--- config.mk ---
export PLATFORM = sky130hd
export DESIGN_NAME = windowed_pid_drive_regulator
export DESIGN_NICKNAME = d
export VERILOG_FILES = /design/src/wpdr_pkg.sv /design/src/wpdr_sequencer.sv /design/src/wpdr_datapath.sv /design/src/windowed_pid_drive_regulator.sv
export SDC_FILE = /design/constraint.sdc
export NUM_CORES = 2
export LEC_CHECK = 0
export BUFFER_PORTS_ARGS = -buffer_cell sky130_fd_sc_hd__buf_2
export CAP_MARGIN = 20
export CELL_PAD_IN_SITES_DETAIL_PLACEMENT = 0
export CELL_PAD_IN_SITES_GLOBAL_PLACEMENT = 1
export CORE_MARGIN = 5
export CORE_UTILIZATION = 50
export CTS_CLUSTER_DIAMETER = 100
export CTS_CLUSTER_SIZE = 28
export DETAILED_ROUTE_END_ITERATION = 16
export GPL_ROUTABILITY_DRIVEN = 0
export GPL_TIMING_DRIVEN = 1
export PLACE_DENSITY = 0.88
export SLEW_MARGIN = 20
export SYNTH_ARGS = -nofsm -noshare
export SYNTH_HDL_FRONTEND = slang
export SYNTH_SLANG_ARGS = --single-unit
--- constraint.sdc ---
create_clock -name clk -period 31.3 [get_ports clk]
set_clock_uncertainty 0.15 [all_clocks]
set_input_delay 3.13 -clock clk [delete_from_list [all_inputs] [get_ports clk]]
set_output_delay 3.13 -clock clk [all_outputs]
set_load 0.05 [all_outputs]
--- src/wpdr_pkg.sv ---
// ----------------------------------------------------------------------------
// wpdr_pkg
// Shared types, register codes and constants for the windowed PID regulator.
// ----------------------------------------------------------------------------
package wpdr_pkg;

  // Register indexes on the configuration port
  localparam logic [2:0] REG_GAIN_P        = 3'd0;
  localparam logic [2:0] REG_GAIN_I        = 3'd1;
  localparam logic [2:0] REG_GAIN_D        = 3'd2;
  localparam logic [2:0] REG_WINDOW        = 3'd3;
  localparam logic [2:0] REG_OUTPUT_LIMIT  = 3'd4;
  localparam logic [2:0] REG_STARTUP_LIMIT = 3'd5;
  localparam logic [2:0] REG_STARTUP_TICKS = 3'd6;
  localparam logic [2:0] REG_TURN_MODE     = 3'd7;

  // Register reset values
  localparam logic [15:0] GAIN_P_RST        = 16'd179;
  localparam logic [15:0] GAIN_I_RST        = 16'd38;
  localparam logic [15:0] GAIN_D_RST        = 16'd320;
  localparam logic [15:0] WINDOW_RST        = 16'd100;
  localparam logic [6:0]  OUTPUT_LIMIT_RST  = 7'd100;
  localparam logic [6:0]  STARTUP_LIMIT_RST = 7'd50;
  localparam logic [2:0]  STARTUP_TICKS_RST = 3'd4;

  // Tick counter saturates here
  localparam logic [2:0] TICK_MAX = 3'd7;

  // Motor scale 19/20: multiply by 19, then by 3277/65536 in place of /20
  localparam logic [11:0] MOTOR_NUM   = 12'd19;
  localparam logic [23:0] RECIP_20    = 24'd3277;
  localparam int          RECIP_SHIFT = 16;

  // Program steps
  localparam int          STEP_W      = 3;
  localparam logic [2:0]  STEP_WAIT   = 3'd0;
  localparam logic [2:0]  STEP_ERROR  = 3'd1;
  localparam logic [2:0]  STEP_MUL_P  = 3'd2;
  localparam logic [2:0]  STEP_MUL_D  = 3'd3;
  localparam logic [2:0]  STEP_MUL_I  = 3'd4;
  localparam logic [2:0]  STEP_INTEG  = 3'd5;
  localparam logic [2:0]  STEP_SUM    = 3'd6;
  localparam logic [2:0]  STEP_EMIT   = 3'd7;

  typedef enum logic [1:0] {
    MUL_NONE = 2'd0,
    MUL_P    = 2'd1,
    MUL_D    = 2'd2,
    MUL_I    = 2'd3
  } mul_sel_t;

  typedef enum logic [1:0] {
    ACC_HOLD     = 2'd0,
    ACC_LOAD     = 2'd1,
    ACC_ADD_PROD = 2'd2,
    ACC_ADD_INT  = 2'd3
  } acc_op_t;

  typedef enum logic [1:0] {
    COND_NEVER    = 2'd0,
    COND_NO_INPUT = 2'd1,
    COND_OUT_BUSY = 2'd2,
    COND_ALWAYS   = 2'd3
  } cond_t;

  // One control word of the program
  typedef struct packed {
    mul_sel_t          mul;
    acc_op_t           acc;
    logic              load_in;
    logic              latch_err;
    logic              upd_int;
    logic              emit;
    cond_t             cond;
    logic [STEP_W-1:0] target;
  } ctrl_word_t;

  // Handshake status seen by the sequencer
  typedef struct packed {
    logic in_valid;
    logic out_busy;
  } seq_status_t;

  // Configuration registers
  typedef struct packed {
    logic [15:0] gain_p;
    logic [15:0] gain_i;
    logic [15:0] gain_d;
    logic [15:0] integral_window;
    logic [6:0]  output_limit;
    logic [6:0]  startup_limit;
    logic [2:0]  startup_ticks;
    logic        turn_mode;
  } cfg_t;

  // One result word
  typedef struct packed {
    logic signed [7:0]  drive_power;
    logic signed [7:0]  motor_command;
    logic signed [21:0] error_value;
  } result_t;

  // Magnitude times 19/20, truncated
  function automatic logic [6:0] motor_scale(input logic [6:0] mag);
    logic [11:0] scaled;
    logic [23:0] prod;
    scaled = 12'(mag) * MOTOR_NUM;
    prod   = 24'(scaled) * RECIP_20;
    return 7'(prod >> RECIP_SHIFT);
  endfunction

endpackage

--- src/wpdr_sequencer.sv ---
// ----------------------------------------------------------------------------
// wpdr_sequencer
// Step counter and control store; issues one control word per cycle.
// ----------------------------------------------------------------------------
module wpdr_sequencer (
  input  logic                   clk,
  input  logic                   rst,
  input  wpdr_pkg::seq_status_t  status,
  output wpdr_pkg::ctrl_word_t   ctrl,
  output logic                   ready
);

  logic [wpdr_pkg::STEP_W-1:0] pc;
  logic [wpdr_pkg::STEP_W-1:0] pc_next;
  wpdr_pkg::ctrl_word_t        word;
  logic                        jump;

  // Control store
  function automatic wpdr_pkg::ctrl_word_t program_word(input logic [wpdr_pkg::STEP_W-1:0] step);
    wpdr_pkg::ctrl_word_t w;
    w = '{mul: wpdr_pkg::MUL_NONE, acc: wpdr_pkg::ACC_HOLD, load_in: 1'b0,
          latch_err: 1'b0, upd_int: 1'b0, emit: 1'b0,
          cond: wpdr_pkg::COND_NEVER, target: wpdr_pkg::STEP_WAIT};
    unique case (step)
      wpdr_pkg::STEP_WAIT: begin
        w.load_in = 1'b1;
        w.cond    = wpdr_pkg::COND_NO_INPUT;
        w.target  = wpdr_pkg::STEP_WAIT;
      end
      wpdr_pkg::STEP_ERROR: begin
        w.latch_err = 1'b1;
      end
      wpdr_pkg::STEP_MUL_P: begin
        w.mul = wpdr_pkg::MUL_P;
      end
      wpdr_pkg::STEP_MUL_D: begin
        w.mul = wpdr_pkg::MUL_D;
        w.acc = wpdr_pkg::ACC_LOAD;
      end
      wpdr_pkg::STEP_MUL_I: begin
        w.mul = wpdr_pkg::MUL_I;
        w.acc = wpdr_pkg::ACC_ADD_PROD;
      end
      wpdr_pkg::STEP_INTEG: begin
        w.upd_int = 1'b1;
      end
      wpdr_pkg::STEP_SUM: begin
        w.acc = wpdr_pkg::ACC_ADD_INT;
      end
      wpdr_pkg::STEP_EMIT: begin
        w.emit   = 1'b1;
        w.cond   = wpdr_pkg::COND_OUT_BUSY;
        w.target = wpdr_pkg::STEP_EMIT;
      end
      default: begin
      end
    endcase
    return w;
  endfunction

  assign word  = program_word(pc);
  assign ready = (pc == wpdr_pkg::STEP_WAIT);

  // Evaluate the jump condition
  always_comb begin
    case (word.cond)
      wpdr_pkg::COND_NO_INPUT: jump = !status.in_valid;
      wpdr_pkg::COND_OUT_BUSY: jump = status.out_busy;
      wpdr_pkg::COND_ALWAYS:   jump = 1'b1;
      default:                 jump = 1'b0;
    endcase
    pc_next = jump ? word.target : pc + 1'b1;
  end

  // Gate the side effects of waiting steps
  always_comb begin
    ctrl         = word;
    ctrl.load_in = word.load_in && status.in_valid;
    ctrl.emit    = word.emit && !status.out_busy;
  end

  // Advance the step counter
  always_ff @(posedge clk) begin
    if (rst) begin
      pc <= wpdr_pkg::STEP_WAIT;
    end else begin
      pc <= pc_next;
    end
  end

endmodule

--- src/wpdr_datapath.sv ---
// ----------------------------------------------------------------------------
// wpdr_datapath
// Error, shared gain multiplier, accumulator, integral and output clamp.
// ----------------------------------------------------------------------------
module wpdr_datapath (
  input  logic                  clk,
  input  logic                  rst,
  input  wpdr_pkg::ctrl_word_t  ctrl,
  input  wpdr_pkg::cfg_t        cfg,
  input  logic                  restart,
  input  logic signed [20:0]    target,
  input  logic signed [20:0]    encoder_count,
  input  logic signed [15:0]    gyro_angle,
  output wpdr_pkg::result_t     result
);

  logic signed [20:0] tgt_q;
  logic signed [20:0] enc_q;
  logic signed [15:0] ang_q;
  logic signed [15:0] start_angle;
  logic signed [21:0] err_q;
  logic signed [21:0] prev_err;
  logic signed [39:0] prod;
  logic signed [41:0] acc;
  logic signed [31:0] integral;
  logic [2:0]         tick;

  logic signed [21:0] err_drive;
  logic signed [21:0] err_turn;
  logic signed [22:0] err_wide;
  logic signed [22:0] err_diff;
  logic signed [22:0] mul_a;
  logic signed [16:0] mul_b;
  logic signed [39:0] mul_out;
  logic signed [40:0] int_sum;
  logic signed [31:0] int_sat;
  logic signed [22:0] win_lim;
  logic               in_window;
  logic               neg;
  logic [41:0]        abs_sum;
  logic [33:0]        mag;
  logic [6:0]         lim;
  logic [6:0]         pmag;
  logic [6:0]         mmag;

  // Error in either mode
  assign err_drive = $signed({tgt_q[20], tgt_q}) - $signed({enc_q[20], enc_q});
  assign err_turn  = $signed({{6{ang_q[15]}}, ang_q})
                   - $signed({{6{start_angle[15]}}, start_angle})
                   - $signed({tgt_q[20], tgt_q});

  assign err_wide = $signed({err_q[21], err_q});
  assign err_diff = err_wide - $signed({prev_err[21], prev_err});

  // Select multiplier operands
  always_comb begin
    case (ctrl.mul)
      wpdr_pkg::MUL_D: begin
        mul_a = err_diff;
        mul_b = $signed({1'b0, cfg.gain_d});
      end
      wpdr_pkg::MUL_I: begin
        mul_a = err_wide;
        mul_b = $signed({1'b0, cfg.gain_i});
      end
      default: begin
        mul_a = err_wide;
        mul_b = $signed({1'b0, cfg.gain_p});
      end
    endcase
  end

  assign mul_out = mul_a * mul_b;

  // Integral update with window and saturation
  assign int_sum = $signed({{9{integral[31]}}, integral}) + $signed({prod[39], prod});
  always_comb begin
    if (int_sum[40:31] == {10{int_sum[40]}}) begin
      int_sat = int_sum[31:0];
    end else if (int_sum[40]) begin
      int_sat = {1'b1, 31'b0};
    end else begin
      int_sat = {1'b0, {31{1'b1}}};
    end
  end

  assign win_lim   = $signed({7'b0, cfg.integral_window});
  assign in_window = (err_wide < win_lim) && ((-err_wide) < win_lim);

  // Truncate toward zero and clamp
  assign neg     = acc[41];
  assign abs_sum = neg ? 42'(-acc) : 42'(acc);
  assign mag     = abs_sum[41:8];

  always_comb begin
    lim = cfg.output_limit;
    if ((tick < cfg.startup_ticks) && (cfg.startup_limit < lim)) begin
      lim = cfg.startup_limit;
    end
    pmag = (mag > {27'b0, lim}) ? lim : mag[6:0];
    mmag = wpdr_pkg::motor_scale(pmag);
  end

  assign result.drive_power   = neg ? $signed(-{1'b0, pmag}) : $signed({1'b0, pmag});
  assign result.motor_command = neg ? $signed(-{1'b0, mmag}) : $signed({1'b0, mmag});
  assign result.error_value   = err_q;

  // Latch the input word, the error, the product and the accumulator
  always_ff @(posedge clk) begin
    if (ctrl.load_in) begin
      tgt_q <= target;
      enc_q <= encoder_count;
      ang_q <= gyro_angle;
    end
    if (ctrl.latch_err) begin
      err_q <= cfg.turn_mode ? err_turn : err_drive;
    end
    if (ctrl.mul != wpdr_pkg::MUL_NONE) begin
      prod <= mul_out;
    end
    case (ctrl.acc)
      wpdr_pkg::ACC_LOAD:     acc <= 42'(prod);
      wpdr_pkg::ACC_ADD_PROD: acc <= acc + 42'(prod);
      wpdr_pkg::ACC_ADD_INT:  acc <= acc + 42'(integral);
      default:                acc <= acc;
    endcase
  end

  // Hold controller state across ticks
  always_ff @(posedge clk) begin
    if (rst) begin
      integral    <= '0;
      prev_err    <= '0;
      tick        <= '0;
      start_angle <= '0;
    end else begin
      if (ctrl.load_in && restart) begin
        integral    <= '0;
        prev_err    <= '0;
        tick        <= '0;
        start_angle <= gyro_angle;
      end
      if (ctrl.upd_int) begin
        integral <= in_window ? int_sat : '0;
        prev_err <= err_q;
      end
      if (ctrl.emit && (tick != wpdr_pkg::TICK_MAX)) begin
        tick <= tick + 3'd1;
      end
    end
  end

endmodule

--- src/windowed_pid_drive_regulator.sv ---
// ----------------------------------------------------------------------------
// windowed_pid_drive_regulator
// PID drive regulator with integral window, output clamp and startup clamp.
// ----------------------------------------------------------------------------
// Usage:
//   Input channel (in_valid/in_stall) takes one control tick word: restart,
//   target, encoder_count and gyro_angle. Output channel (out_valid/out_stall)
//   returns one word per tick: drive_power, motor_command and error_value.
//   Registers are written over cfg_write/cfg_index/cfg_data while idle.
// Sequence:
//   Once a word is accepted, a microcoded program latches the error and steps
//   one shared 23x17 multiplier through the P, D and I products and one
//   accumulator, then updates and adds the integral. The next word is accepted
//   in the cycle after the result loads, so words do not overlap.
// Reset:
//   rst (synchronous) restores register defaults, clears the integral, the
//   previous error, the tick count and the start angle, and empties the
//   output register.
// Stall:
//   The result waits in the output register; the program holds at its last
//   step until the register frees, and in_stall stays high meanwhile.
// ----------------------------------------------------------------------------
module windowed_pid_drive_regulator (
  input  logic               clk,
  input  logic               rst,
  input  logic               cfg_write,
  input  logic [2:0]         cfg_index,
  input  logic [15:0]        cfg_data,
  input  logic               in_valid,
  output logic               in_stall,
  input  logic               restart,
  input  logic signed [20:0] target,
  input  logic signed [20:0] encoder_count,
  input  logic signed [15:0] gyro_angle,
  output logic               out_valid,
  input  logic               out_stall,
  output logic signed [7:0]  drive_power,
  output logic signed [7:0]  motor_command,
  output logic signed [21:0] error_value
);

  wpdr_pkg::cfg_t        cfg;
  wpdr_pkg::ctrl_word_t  ctrl;
  wpdr_pkg::seq_status_t status;
  wpdr_pkg::result_t     result;
  logic                  ready;

  assign status.in_valid = in_valid;
  assign status.out_busy = out_valid && out_stall;
  assign in_stall        = !ready;

  wpdr_sequencer u_seq (
    .clk    (clk),
    .rst    (rst),
    .status (status),
    .ctrl   (ctrl),
    .ready  (ready)
  );

  wpdr_datapath u_dp (
    .clk           (clk),
    .rst           (rst),
    .ctrl          (ctrl),
    .cfg           (cfg),
    .restart       (restart),
    .target        (target),
    .encoder_count (encoder_count),
    .gyro_angle    (gyro_angle),
    .result        (result)
  );

  // Configuration registers
  always_ff @(posedge clk) begin
    if (rst) begin
      cfg.gain_p          <= wpdr_pkg::GAIN_P_RST;
      cfg.gain_i          <= wpdr_pkg::GAIN_I_RST;
      cfg.gain_d          <= wpdr_pkg::GAIN_D_RST;
      cfg.integral_window <= wpdr_pkg::WINDOW_RST;
      cfg.output_limit    <= wpdr_pkg::OUTPUT_LIMIT_RST;
      cfg.startup_limit   <= wpdr_pkg::STARTUP_LIMIT_RST;
      cfg.startup_ticks   <= wpdr_pkg::STARTUP_TICKS_RST;
      cfg.turn_mode       <= 1'b0;
    end else if (cfg_write) begin
      unique case (cfg_index)
        wpdr_pkg::REG_GAIN_P:        cfg.gain_p          <= cfg_data;
        wpdr_pkg::REG_GAIN_I:        cfg.gain_i          <= cfg_data;
        wpdr_pkg::REG_GAIN_D:        cfg.gain_d          <= cfg_data;
        wpdr_pkg::REG_WINDOW:        cfg.integral_window <= cfg_data;
        wpdr_pkg::REG_OUTPUT_LIMIT:  cfg.output_limit    <= cfg_data[6:0];
        wpdr_pkg::REG_STARTUP_LIMIT: cfg.startup_limit   <= cfg_data[6:0];
        wpdr_pkg::REG_STARTUP_TICKS: cfg.startup_ticks   <= cfg_data[2:0];
        wpdr_pkg::REG_TURN_MODE:     cfg.turn_mode       <= cfg_data[0];
        default: begin
        end
      endcase
    end
  end

  // Output word register
  always_ff @(posedge clk) begin
    if (rst) begin
      out_valid <= 1'b0;
    end else if (ctrl.emit) begin
      out_valid <= 1'b1;
    end else if (!out_stall) begin
      out_valid <= 1'b0;
    end
  end

  always_ff @(posedge clk) begin
    if (ctrl.emit) begin
      drive_power   <= result.drive_power;
      motor_command <= result.motor_command;
      error_value   <= result.error_value;
    end
  end

endmodule
==> summary.txt <==
outcome: completed
Critical Path Most Common Cell: inv_1
Post-synth EDFFs: 200
post-route ant nets: 0
final period utilization: 41.1%
first-pass GRT wire length: 170,000 um
Rows: 104
Post-Syn Area: 40,500 um^2
ys async rst share: 0%
R2R depth: 44
leading post-synthesis cells by cell area: fa_1, edfxtp_1, ha_1
worst hold start: u_dp.start_angle[10]
vias: 31.8k
Multi-input gate area: 28,400 um^2
Min-Delay Path Class: register to register
slew margin rel.: 27.1%
CP max stage cell: a2111oi_0
initial antenna violation count: 2
FF-to-FF setup slack: 18,420 ps
Worst EP required: 31,590 ps
Final Instance Count excl. Fillers: 5,668
Pre-Repair DR Iteration Count: 5
syn_nets: 5,475
RSZ-0062 raised after global routing: no
max-cap viol count: 0
initial DRC count: 2,099
worst hold stages: 2
share of layout cells above drive strength 1: 6.53%
Max clock buf depth: 3
nets@finish: 5,506
Design Area, Final: 43,000 um^2
placed cells: 5,626
Post-Syn Instances: 4,560
GRT Total Usage: 23.7%
Port Buffers: 122
Routed WL: 103,000 um
most frequent cell after synthesis: inv_1
crit-path max cell delay: 580 ps
Ys Warns: 0
most instantiated cells after synthesis: inv_1, nand2_1, fa_1, ha_1, nor2_1
die height: 295 um
Tmin final: 12,880 ps
worst-margin pin slew: 1090 ps
Critical Path Start Type: register
vias in the first global route: 32.3k
worst setup path startpoint: cfg[2]
Hold Path Sink: u_dp.start_angle[10]
Filler cells: 7,410
critical path arrival: 13,170 ps
setup TNS: 0 ps
FF-to-FF End: motor_command[7]
HPWL Detailed: 82,800 um
fin. max-slew vios: 0
Yosys cell types: 90
Post-CTS Hold Buffers: 0
Die X: 295 um
Syn Area/Cell: 8.89 um^2
critical setup path kind: register to register
Top Ports: 123
Clock Sinks: 359
die area: 86,900 um^2
vias per cell: 5.61
clk root buf: clkbuf_16
r2r startpoint: cfg[2]
worst skew pair latency: 590 ps
Reg clk slew, reported paths: 100 ps
placed cell area: 42,200 um^2
largest area contributor in the netlist: fa_1
PostCTS Resize Cnt: 0
Initial Util: 50.4%
pin count of the biggest net entering global routing: 102
post-synthesis register bit count: 359
core area: 80,400 um^2
Post-CTS Setup Bufs: 0
top cell type's share of synthesized area: 21.1%
TritonCTS Buffers: 22
Post-Route Utilization: 53.5%
Setup crit end kind: register
Post-route DRC: 0
storage element area: 9190 um^2
Area growth syn-to-layout: 6.17%
Congestion Overflow GR: 0
CP max FO: 17
CTS tree: built
Primary FF master, synth: edfxtp_1
f_max: 77.7 MHz
wire per inst: 18.1 um
Finish-stage setup viols: 0
H-tree depth: 1
sequential share of the synthesized area: 22.7%
final hold violation count: 0
-- layout by cell type (no fill, tap or decap), types with 15 or more instances in the layout --
master     Yosys  final
a211oi_1      31     31
a21o_1        84     84
a21oi_1      317    315
a221oi_1      35     35
a31oi_1       34     34
and2_1        22     21
and3_1        23     22
buf_2          7    121
buf_4          0     34
clkbuf_16      0     22
dfxtp_1      159    159
edfxtp_1     200    200
fa_1         427    427
ha_1         405    405
inv_1        657    657
mux2_2        53     53
mux2i_1       36     36
nand2_1      600    599
nand2b_1      49     48
nand3_1       67     66
nand3b_1      19     19
nand4_1       35     35
nor2_1       334    332
nor2b_1       47     46
nor3_1        68     67
nor4_1        18     18
o211ai_1      17     17
o21a_1        44     44
o21ai_0      180    174
o21bai_1      20     20
o22a_1        16     15
o31ai_1       17     17
or3_1         25     25
xnor2_1      148    148
xor2_1        69     69
-- critical path: cells and delay by family, from the launching register on --
kind / cells / cell delay [ps]
flops: 1 / 350
simple gates: 5 / 1200
buf+inv: 9 / 670
mux: 2 / 860
compound gates: 16 / 4750
xor+xnor: 1 / 520
fa+ha+maj: 11 / 4210
-- worst max-delay path by stage --
stage,to,slack (ps)
3_5_place_dp,motor_command[7],18490
3_3_place_gp,motor_command[7],18890
4_1_cts,motor_command[7],18380
2_1_floorplan,motor_command[7],19790
6_report,motor_command[7],18420
5_1_grt,motor_command[7],17380
-- final cells by class --
type | instances | share of cell area [%]
clock buffer | 23 | 1.29
clock inverter | 17 | 0.535
inverter | 659 | 5.75
timing repair buffer | 156 | 2.06
antenna | 1 | 0.00581
sequential | 359 | 21.3
multi-input combinational | 3393 | 65.9
tap | 1060 | 3.08
-- logic make-up after synthesis --
group,count (synthesis),share of synthesized area (%)
mux,90,2.42
compound gates,900,14.0
fa+ha+maj,832,33.6
simple gates,1353,15.1
flops,359,22.7
xor+xnor,218,4.73
buf+inv,808,7.50
-- sequential cells by signal, indices dropped and copies added, names as in the netlist, 16 cells and up --
name and count:
u_dp.acc 42, cfg 82, u_dp.prev_err 22, u_dp.ang_q 16, u_dp.err_q 22, u_dp.enc_q 21, u_dp.start_angle 16, u_dp.integral 32
u_dp.prod 40, error_value 22, u_dp.tgt_q 21
-- routing by layer --
layer	GRT usage [%]	vias to the layer above	part of all wire, %
met5	0	-	0
met4	6.63	0	3.4
met3	2.21	177	4.9
met2	40.5	829	48
met1	32.5	15400	44
li1	-	15300	-
-- metrics by stage --
step                worst slack (ps)  hold WS [ps]
floorplan                      19790           283
global placement               18890           292
detailed placement             18490           297
CTS                            18380           310
global route                   17380           327
finish                         18420           310
Power is not shown: default switching activity piles up to over one toggle a cycle in this logic, so the estimate is an artifact.
